<file path="src/rtl/core/sqe_pkg.sv">
package sqe_pkg;

   localparam int BATCH_SIZE = 256;
   localparam int ANGLE_BITS = 16;

   // Angle bits below the kept precision are cleared before the lookup.
   localparam logic [15:0] ANGLE_MASK = 16'((32'hFFFF << (16 - ANGLE_BITS)) & 32'hFFFF);
   localparam logic [15:0] QUARTER_TURN = 16'h4000;

   // Result order within one sprite: four corners, then two triangles.
   localparam logic [2:0] RES_V0 = 3'd0;
   localparam logic [2:0] RES_V1 = 3'd1;
   localparam logic [2:0] RES_V2 = 3'd2;
   localparam logic [2:0] RES_V3 = 3'd3;
   localparam logic [2:0] RES_T0 = 3'd4;
   localparam logic [2:0] RES_T1 = 3'd5;

   localparam logic KIND_VERTEX   = 1'b0;
   localparam logic KIND_TRIANGLE = 1'b1;

   localparam int SCL_W  = 33;  // vector times scale
   localparam int PROD_W = 49;  // scaled vector times sin or cos
   localparam int ROT_W  = 50;  // rotated right or up
   localparam int CRN_W  = 51;  // right plus or minus up

   typedef struct packed {
      logic signed [31:0] pos_x;
      logic signed [31:0] pos_y;
      logic signed [31:0] pos_z;
      logic signed [15:0] tan_x;
      logic signed [15:0] tan_y;
      logic signed [15:0] tan_z;
      logic signed [15:0] nrm_x;
      logic signed [15:0] nrm_y;
      logic signed [15:0] nrm_z;
      logic [15:0]        scale_factor;
      logic [15:0]        angle;
      logic               list_end;
   } req_type;

   typedef struct packed {
      logic               kind;
      logic signed [31:0] vx;
      logic signed [31:0] vy;
      logic signed [31:0] vz;
      logic               tex_u;
      logic               tex_v;
      logic [9:0]         idx_a;
      logic [9:0]         idx_b;
      logic [9:0]         idx_c;
      logic               batch_last;
      logic               last;
   } rsp_type;

   // Corner coordinate: position in Q.36 plus offset, rounded to Q.8, saturated.
   function automatic logic signed [31:0] corner_f(input logic signed [31:0] pos,
                                                   input logic signed [CRN_W-1:0] ofs);
      logic signed [63:0] acc;
      logic signed [63:0] shf;
      acc = $signed({{4{pos[31]}}, pos, 28'd0}) + 64'(ofs) + 64'sd134217728;
      shf = acc >>> 28;
      if (shf > 64'sd2147483647) begin
         corner_f = 32'sh7FFFFFFF;
      end else if (shf < -64'sd2147483648) begin
         corner_f = 32'sh80000000;
      end else begin
         corner_f = shf[31:0];
      end
   endfunction

endpackage

</file>
<file path="src/rtl/core/sqe_qsin.sv">
module sqe_qsin (
   input  logic               clock,
   input  logic               en,
   input  logic [14:0]        t,
   input  logic               neg,
   output logic signed [15:0] val
);
   import sqe_pkg::*;

   logic [14:0] t1_ff, t2_ff, t3_ff;
   logic [14:0] sq1_ff, sq2_ff;
   logic        n1_ff, n2_ff, n3_ff;
   logic [13:0] mid2_ff;
   logic [14:0] outer3_ff;
   logic signed [15:0] val_ff;

   logic [29:0] sq_full;
   logic [25:0] inner_full;
   logic [28:0] mid2_full;
   logic [29:0] r_full;
   logic [14:0] r_cap;

   // The polynomial is a chain of four products, one per stage.
   assign sq_full    = 30'(t) * 30'(t);
   assign inner_full = 26'(sq1_ff) * 26'(11'd1160);
   assign mid2_full  = 29'(mid2_ff) * 29'(sq2_ff);
   assign r_full     = 30'(outer3_ff) * 30'(t3_ff);
   assign r_cap      = (r_full[29:14] > 16'd16384) ? 15'd16384 : r_full[28:14];

   always_ff @(posedge clock) begin
      if (en) begin
         t1_ff     <= t;
         sq1_ff    <= sq_full[28:14];
         n1_ff     <= neg;
         t2_ff     <= t1_ff;
         sq2_ff    <= sq1_ff;
         n2_ff     <= n1_ff;
         mid2_ff   <= 14'(14'd10512 - inner_full[24:14]);
         t3_ff     <= t2_ff;
         n3_ff     <= n2_ff;
         outer3_ff <= 15'(15'd25736 - 15'(mid2_full[28:14]));
         val_ff    <= n3_ff ? -$signed({1'b0, r_cap}) : $signed({1'b0, r_cap});
      end
   end

   assign val = val_ff;

endmodule

</file>
<file path="config.mk">
export PLATFORM = sky130hd
export DESIGN_NAME = sqe_qsin
export DESIGN_NICKNAME = d
export VERILOG_FILES = /design/src/rtl/core/sqe_pkg.sv /design/src/rtl/core/sqe_qsin.sv
export SDC_FILE = /design/constraint.sdc
export NUM_CORES = 1
export LEC_CHECK = 0
export ABC_AREA = 1
export BUFFER_PORTS_ARGS = -buffer_cell sky130_fd_sc_hd__buf_4
export CAP_MARGIN = 20
export CORE_MARGIN = 4
export CORE_UTILIZATION = 47
export DETAILED_ROUTE_END_ITERATION = 10
export GPL_TIMING_DRIVEN = 0
export PLACE_DENSITY = 0.59
export SYNTH_ARGS = -nofsm -noshare
export SYNTH_HDL_FRONTEND = slang
export SYNTH_SLANG_ARGS = --single-unit
</file>
<file path="constraint.sdc">
create_clock -name clock -period 8.2 [get_ports clock]
set_input_delay 0.82 -clock clock [delete_from_list [all_inputs] [get_ports clock]]
set_output_delay 0.82 -clock clock [all_outputs]
set_load 0.005 [all_outputs]
</file>
==> metrics.csv, run 1 <==
metric,value,unit
Setup-failing EPs final,0,
"delay-heaviest family, CP",adder cells,
"commonest non-fill, non-tap cell in the layout",inv_1,
CP Launch Type,flop,
Critical Path RT,8.39,ns
TritonRoute pass-1 iters,7,
reg2reg setup slack,0.40,ns
n_diodes,0,
number of global-route vias before repair,20700,
CP Capture Type,flop,
Hold Path End,t3_ff[0]$_DFFE_PP_,
"Worst Path Class, Setup",flop to flop,
Final Skew,0.0117,ns
Initial Utilization,47.8,%
Mean Syn Cell Area,8.22,um2
Routed Wire Length,63300,um
fin crit period,7.80,ns
Starting DRT DRC Count,1110,
I/O Pins,34,
TNS Setup,0,ns
final hold violation count,0,
Max Freq,0.128,GHz
cell repeated most along the worst path,nand2_1,
Crit Reg-Reg Endpoint,val[14]$_DFFE_PP_,
Post-DP HPWL,54300,um
clock slew at reported path FFs,0.07,ns
Worst R2R Path Depth,34,
number of remaining DRC errors,0,
GRT Total Usage,21.9,%
Worst Hold Depth,0,
RePlAce Congestion,0.927,
number of synthesized flops with an enable pin,121,
Buffers on Ports,33,
min-delay src,t2_ff[0]$_DFFE_PP_,
"Seq/Total Area, Yosys",13.7,%
TritonCTS buffer count,17,
Die W,245,um
status,"finished, final reports clean",
fin crit share,95.1,%
Syn Std Cell Area,26500,um2
Filler cells,5284,
DR vias/cell,4.92,
Syn Inst Count,3224,
"antenna viol nets, final",0,
Synth Register Bits,121,
top-area cell type share of the netlist area,33.8,%
fraction of layout cells with a size suffix above 1,2.77,%
Synth-to-Final Area Change,6.85,%
CP bufs+invs,8,
final-report max-slew violation count,0,
"Async S/R FF share, synth",0,%
WL/cell,15.7,um
Netlist cell types,42,
Slowest cell on crit path,edfxtp_1,
maxcap violations,0,
Post-CTS Setup Repair Bufs,0,
Worst EP arrival,7.99,ns
row cnt,86,
worst skew pair latency,0.44,ns
most frequent cells in the layout,"inv_1, nand2_1, fa_1",
worst-margin pin slew,0.775,ns
area of the core,55400,um2
Critical Path Max Stage Delay,0.61,ns
level count of the clock H-tree,4,
Tightest Hold Check Type,flop to flop,
Root Buffer,clkbuf_16,
RR Startpoint,outer3_ff[9]$_DFFE_PP_,
synth top area cells,"fa_1, ha_1, edfxtp_1",
initial antenna violation count,0,
"Primary FF master, synth",edfxtp_1,
unrepaired setup endpoints after global routing,no,
vias,19800,
first-pass GRT wire length,105000,um
TritonCTS clock tree,yes,
layout net count,4073,
max_slew headroom,48.3,%
Synthesized Nets,4022,
synth warn,0,
clock sinks,121,
die height,245,um
crit-path max FO,10,
global route overflow,0,
largest net degree at the start of global routing,104,
CTS max path bufs,2,
Synth area leader,fa_1,
die area,60200,um2
-- stage by stage --
| step | utilization, % | hold WS, ns | setup WS, ns | area [um2] | cells |
|---|---|---|---|---|---|
| after floorplan | - | 0.400 | 1.68 | 26500 | 3224 |
| after global placement | 49.9 | 0.402 | 0.472 | 27700 | 4005 |
| after detailed placement | 50.0 | 0.405 | 0.499 | 27700 | 4006 |
| after CTS | 51.1 | 0.413 | 0.426 | 28300 | 4038 |
| after global routing | 51.1 | 0.418 | 0.00226 | 28300 | 4036 |
| final | 51.1 | 0.413 | 0.399 | 28300 | 4036 |
-- sequential cells by signal (all words and copies together) (netlist names) --
register and count:
n2_ff 1, n1_ff 1, n3_ff 1, t1_ff 15, t2_ff 15, sq1_ff 15, outer3_ff 15, mid2_ff 12
val 16, sq2_ff 15, t3_ff 15
-- worst max-delay path by stage --
stage	startpoint	endpoint	slack, ns	cells after the start
2_1_floorplan	outer3_ff[14]$_DFFE_PP_	val[4]$_DFFE_PP_	1.68	33
3_3_place_gp	outer3_ff[7]$_DFFE_PP_	val[14]$_DFFE_PP_	0.47	36
3_5_place_dp	outer3_ff[6]$_DFFE_PP_	val[14]$_DFFE_PP_	0.50	36
4_1_cts	outer3_ff[7]$_DFFE_PP_	val[12]$_DFFE_PP_	0.43	34
5_1_grt	t3_ff[3]$_DFFE_PP_	val[12]$_DFFE_PP_	0.002	32
6_report	outer3_ff[9]$_DFFE_PP_	val[14]$_DFFE_PP_	0.40	34
-- kinds of logic (layout without fill, tap and decap cells) --
| logic type | count (synthesis) | count (layout) | synth area share, % |
|---|---|---|---|
| AOI/OAI and AO/OA | 172 | 172 | 3.74 |
| and+or+nand+nor | 1044 | 1044 | 15.7 |
| DFF | 121 | 121 | 13.7 |
| xor gates and xnor gates | 84 | 84 | 2.81 |
| buffers and inverters | 1023 | 1087 | 14.5 |
| adders and majority gates | 780 | 780 | 49.5 |
-- worst reg2reg max path: cells and delay by family, from the launching register on --
family,cells,cell delay [ns]
adder cells (fa/ha/maj),8,3.65
buffers and inverters,8,1.17
flip-flops,1,0.61
AND/OR/NAND/NOR,18,2.10
-- routing by layer --
| metal | track usage, % | vias up | wire length (um) |
|---|---|---|---|
| met5 | 0 | - | 0 |
| met1 | 30.0 | 9717 | 28400 |
| li1 | - | 9599 | - |
| met4 | 6.66 | 0 | 1940 |
| met2 | 36.4 | 436 | 29800 |
| met3 | 2.89 | 91 | 3080 |
-- cells in the mapped netlist (all sizes together), types with 2 or more instances --
master  instances
a31oi           3
o21ai          41
nor2           87
inv           946
fa            448
nor4            4
o41ai           2
and2            4
o21a            3
edfxtp        121
a211oi          2
nand3b          4
a21o            5
xor2           49
o211ai          2
o31ai           6
nand4          21
or2             4
clkbuf         75
buf             2
ha            332
nand3          70
xnor2          35
o21bai         16
a21oi          87
nor3           16
nand2         833
-- area by class of cell --
class / instances / area (um2) / share of cell area [%]
Clock buffer: 17 / 425 / 1.50
Timing Repair Buffer: 34 / 279 / 0.986
Buffer: 75 / 298 / 1.05
Sequential cell: 121 / 3630 / 12.8
Tap cell: 748 / 936 / 3.31
Inverter: 946 / 3550 / 12.5
Clock inverter: 15 / 176 / 0.623
Multi-Input combinational cell: 2080 / 19000 / 67.2
-- what timing repair did --
| item | CTS | global route |
|---|---|---|
| hold buffers | 0 | 0 |
| resized for setup | 0 | 8 |
| endpoints found under the hold margin | 0 | 0 |
| setup endpoints to repair | 0 | 6 |
Power of run 1 is left out: the tool's default activity adds up to more than one toggle a clock period on the data nets, which glitch-free logic cannot reach.
==> run 2, diff against run 1 <==
--- a/config.mk
+++ b/config.mk
@@ -10,9 +10,11 @@
 export CAP_MARGIN = 20
 export CORE_MARGIN = 4
 export CORE_UTILIZATION = 47
+export CTS_CLUSTER_SIZE = 30
 export DETAILED_ROUTE_END_ITERATION = 10
 export GPL_TIMING_DRIVEN = 0
-export PLACE_DENSITY = 0.59
+export PLACE_DENSITY = 0.66
+export SETUP_SLACK_MARGIN = 0.5
 export SYNTH_ARGS = -nofsm -noshare
 export SYNTH_HDL_FRONTEND = slang
 export SYNTH_SLANG_ARGS = --single-unit
==> metrics.csv, run 2 (synthesized netlist as in run 1, its figures left out) <==
metric,value,unit,change
"Worst Path Class, Setup",flop to flop,,
TritonCTS buffer count,17,,unchanged
row cnt,86,,unchanged
Worst R2R Path Depth,38,,+12%
Setup-failing EPs final,0,,unchanged
TNS Setup,0,ns,unchanged
Initial Utilization,47.8,%,unchanged
DR vias/cell,4.86,,-1.2%
cts hold-fix bufs,0,,unchanged
Slowest cell on crit path,fa_1,,
fin crit period,7.35,ns,-0.453 ns
level count of the clock H-tree,4,,unchanged
Hold Path End,t2_ff[3]$_DFFE_PP_,,
number of global-route vias before repair,20300,,-2.0%
RR Startpoint,t3_ff[2]$_DFFE_PP_,,
fin crit share,89.6,%,-5.5 points
area of the core,55400,um2,unchanged
crit-path max FO,10,,unchanged
initial antenna violation count,0,,unchanged
min-delay src,t1_ff[3]$_DFFE_PP_,,
vias,19800,,-0.37%
Synth-to-Final Area Change,8.06,%,
worst-margin pin slew,0.859,ns,+0.0838 ns
Worst Hold Depth,0,,unchanged
maxcap violations,0,,unchanged
Routed Wire Length,60000,um,-5.2%
Filler cells,5321,,+0.70%
die area,60200,um2,unchanged
layout net count,4106,,+0.81%
CTS max path bufs,2,,unchanged
Worst EP arrival,7.53,ns,-0.46 ns
most frequent cells in the layout,"inv_1, nand2_1, fa_1",,
WL/cell,14.7,um,-6.0%
final-report max-slew violation count,0,,unchanged
first-pass GRT wire length,101000,um,-3.2%
n_diodes,0,,unchanged
Crit Reg-Reg Endpoint,val[14]$_DFFE_PP_,,
worst skew pair latency,0.43,ns,about the same
CP Launch Type,flop,,
final hold violation count,0,,unchanged
Critical Path Max Stage Delay,0.54,ns,-0.07 ns
Die W,245,um,unchanged
cell repeated most along the worst path,nand2_1,,
Tightest Hold Check Type,flop to flop,,
Final Skew,0.0108,ns,-0.000867 ns
clock slew at reported path FFs,0.06,ns,about the same
"commonest non-fill, non-tap cell in the layout",inv_1,,
max reg flops,16,,unchanged
Buffers on Ports,33,,unchanged
TritonCTS clock tree,yes,,
I/O Pins,34,,unchanged
fraction of layout cells with a size suffix above 1,4.64,%,+1.9 points
final non-filler cell total,4069,,+0.82%
Post-DP HPWL,50700,um,-6.7%
CP Capture Type,flop,,
Starting DRT DRC Count,1307,,+18%
number of remaining DRC errors,0,,unchanged
Critical Path RT,8.39,ns,about the same
max_slew headroom,42.8,%,-5.6 points
die height,245,um,unchanged
global route overflow,0,,unchanged
Max Freq,0.136,GHz,+6.2%
clock sinks,121,,unchanged
Post-Place Cells,4006,,unchanged
largest net degree at the start of global routing,66,,-37%
Root Buffer,clkbuf_16,,
RePlAce Congestion,0.923,,-0.41%
reg2reg setup slack,0.85,ns,+0.45 ns
"antenna viol nets, final",0,,unchanged
unrepaired setup endpoints after global routing,no,,
GRT Total Usage,20.8,%,-1.1 points
status,"finished, final reports clean",,
TritonRoute pass-1 iters,5,,-2
==> run 2: changes by cell type in the layout (fill, tap and decap cells not counted), moves of 4 or more <==
cell / before / now
a21oi_1: 87 / 83
buf_2: 0 / 5
a21oi_2: 0 / 4
clkbuf_4: 0 / 4
clkbuf_2: 4 / 20
clkbuf_1: 69 / 45
buf_4: 33 / 64
==> run 2: stage by stage <==
stage          utilization [%]  setup slack [ns]  hold WS (ns)  instance area (um2)
2_1_floorplan                -              1.68         0.400                26500
3_3_place_gp              49.9             0.544         0.400                27700
3_5_place_dp              50.0             0.515         0.405                27700
4_1_cts                   51.1             0.507         0.418                28300
5_1_grt                   51.7             0.502         0.420                28600
6_report                  51.7             0.853         0.416                28600
==> run 2: layout make-up <==
type                       count  area [um2]  area share (%)
buffer                        77         360            1.26
timing repair buffer          65         505            1.77
clock inverter                15         176           0.616
sequential                   121        3630            12.7
inverter                     946        3550            12.4
tap                          748         936            3.27
multi-input combinational   2080       19000            66.5
clock buffer                  17         425            1.49
==> run 2: timing repair <==
action | CTS | global route
resized for setup | 5 | 76
setup buffers | 0 | 30
setup endpoints to repair | 5 | 8
pin swaps | 0 | 1
gates cloned | 0 | 1
==> run 2: how the worst max path moves through the flow <==
| stage | startpoint | end | slack, ns | depth (start not counted) |
|---|---|---|---|---|
| 2_1_floorplan | outer3_ff[14]$_DFFE_PP_ | val[4]$_DFFE_PP_ | 1.68 | 33 |
| 3_3_place_gp | outer3_ff[8]$_DFFE_PP_ | val[14]$_DFFE_PP_ | 0.54 | 34 |
| 3_5_place_dp | t3_ff[5]$_DFFE_PP_ | val[14]$_DFFE_PP_ | 0.51 | 34 |
| 4_1_cts | outer3_ff[6]$_DFFE_PP_ | val[14]$_DFFE_PP_ | 0.51 | 36 |
| 5_1_grt | outer3_ff[6]$_DFFE_PP_ | val[14]$_DFFE_PP_ | 0.50 | 37 |
| 6_report | t3_ff[2]$_DFFE_PP_ | val[14]$_DFFE_PP_ | 0.85 | 38 |
==> run 2: routing by layer <==
| layer | vias to the layer above | routed length (um) | GRT usage, % |
|---|---|---|---|
| li1 | 9687 | - | - |
| met4 | 0 | 1530 | 5.87 |
| met1 | 9545 | 27000 | 28.9 |
| met2 | 443 | 28900 | 35.5 |
| met5 | - | 0 | 0 |
| met3 | 95 | 2570 | 1.26 |
==> run 2: critical path, delay by kind of cell, from the launching register on <==
family / cells / cell delay [ns]
adders and majority gates: 8 / 3.60
AOI/OAI and AO/OA: 1 / 0.22
buffers and inverters: 11 / 1.07
DFF: 1 / 0.36
and+or+nand+nor: 18 / 1.81
Power of run 2 is left out for the same reason.
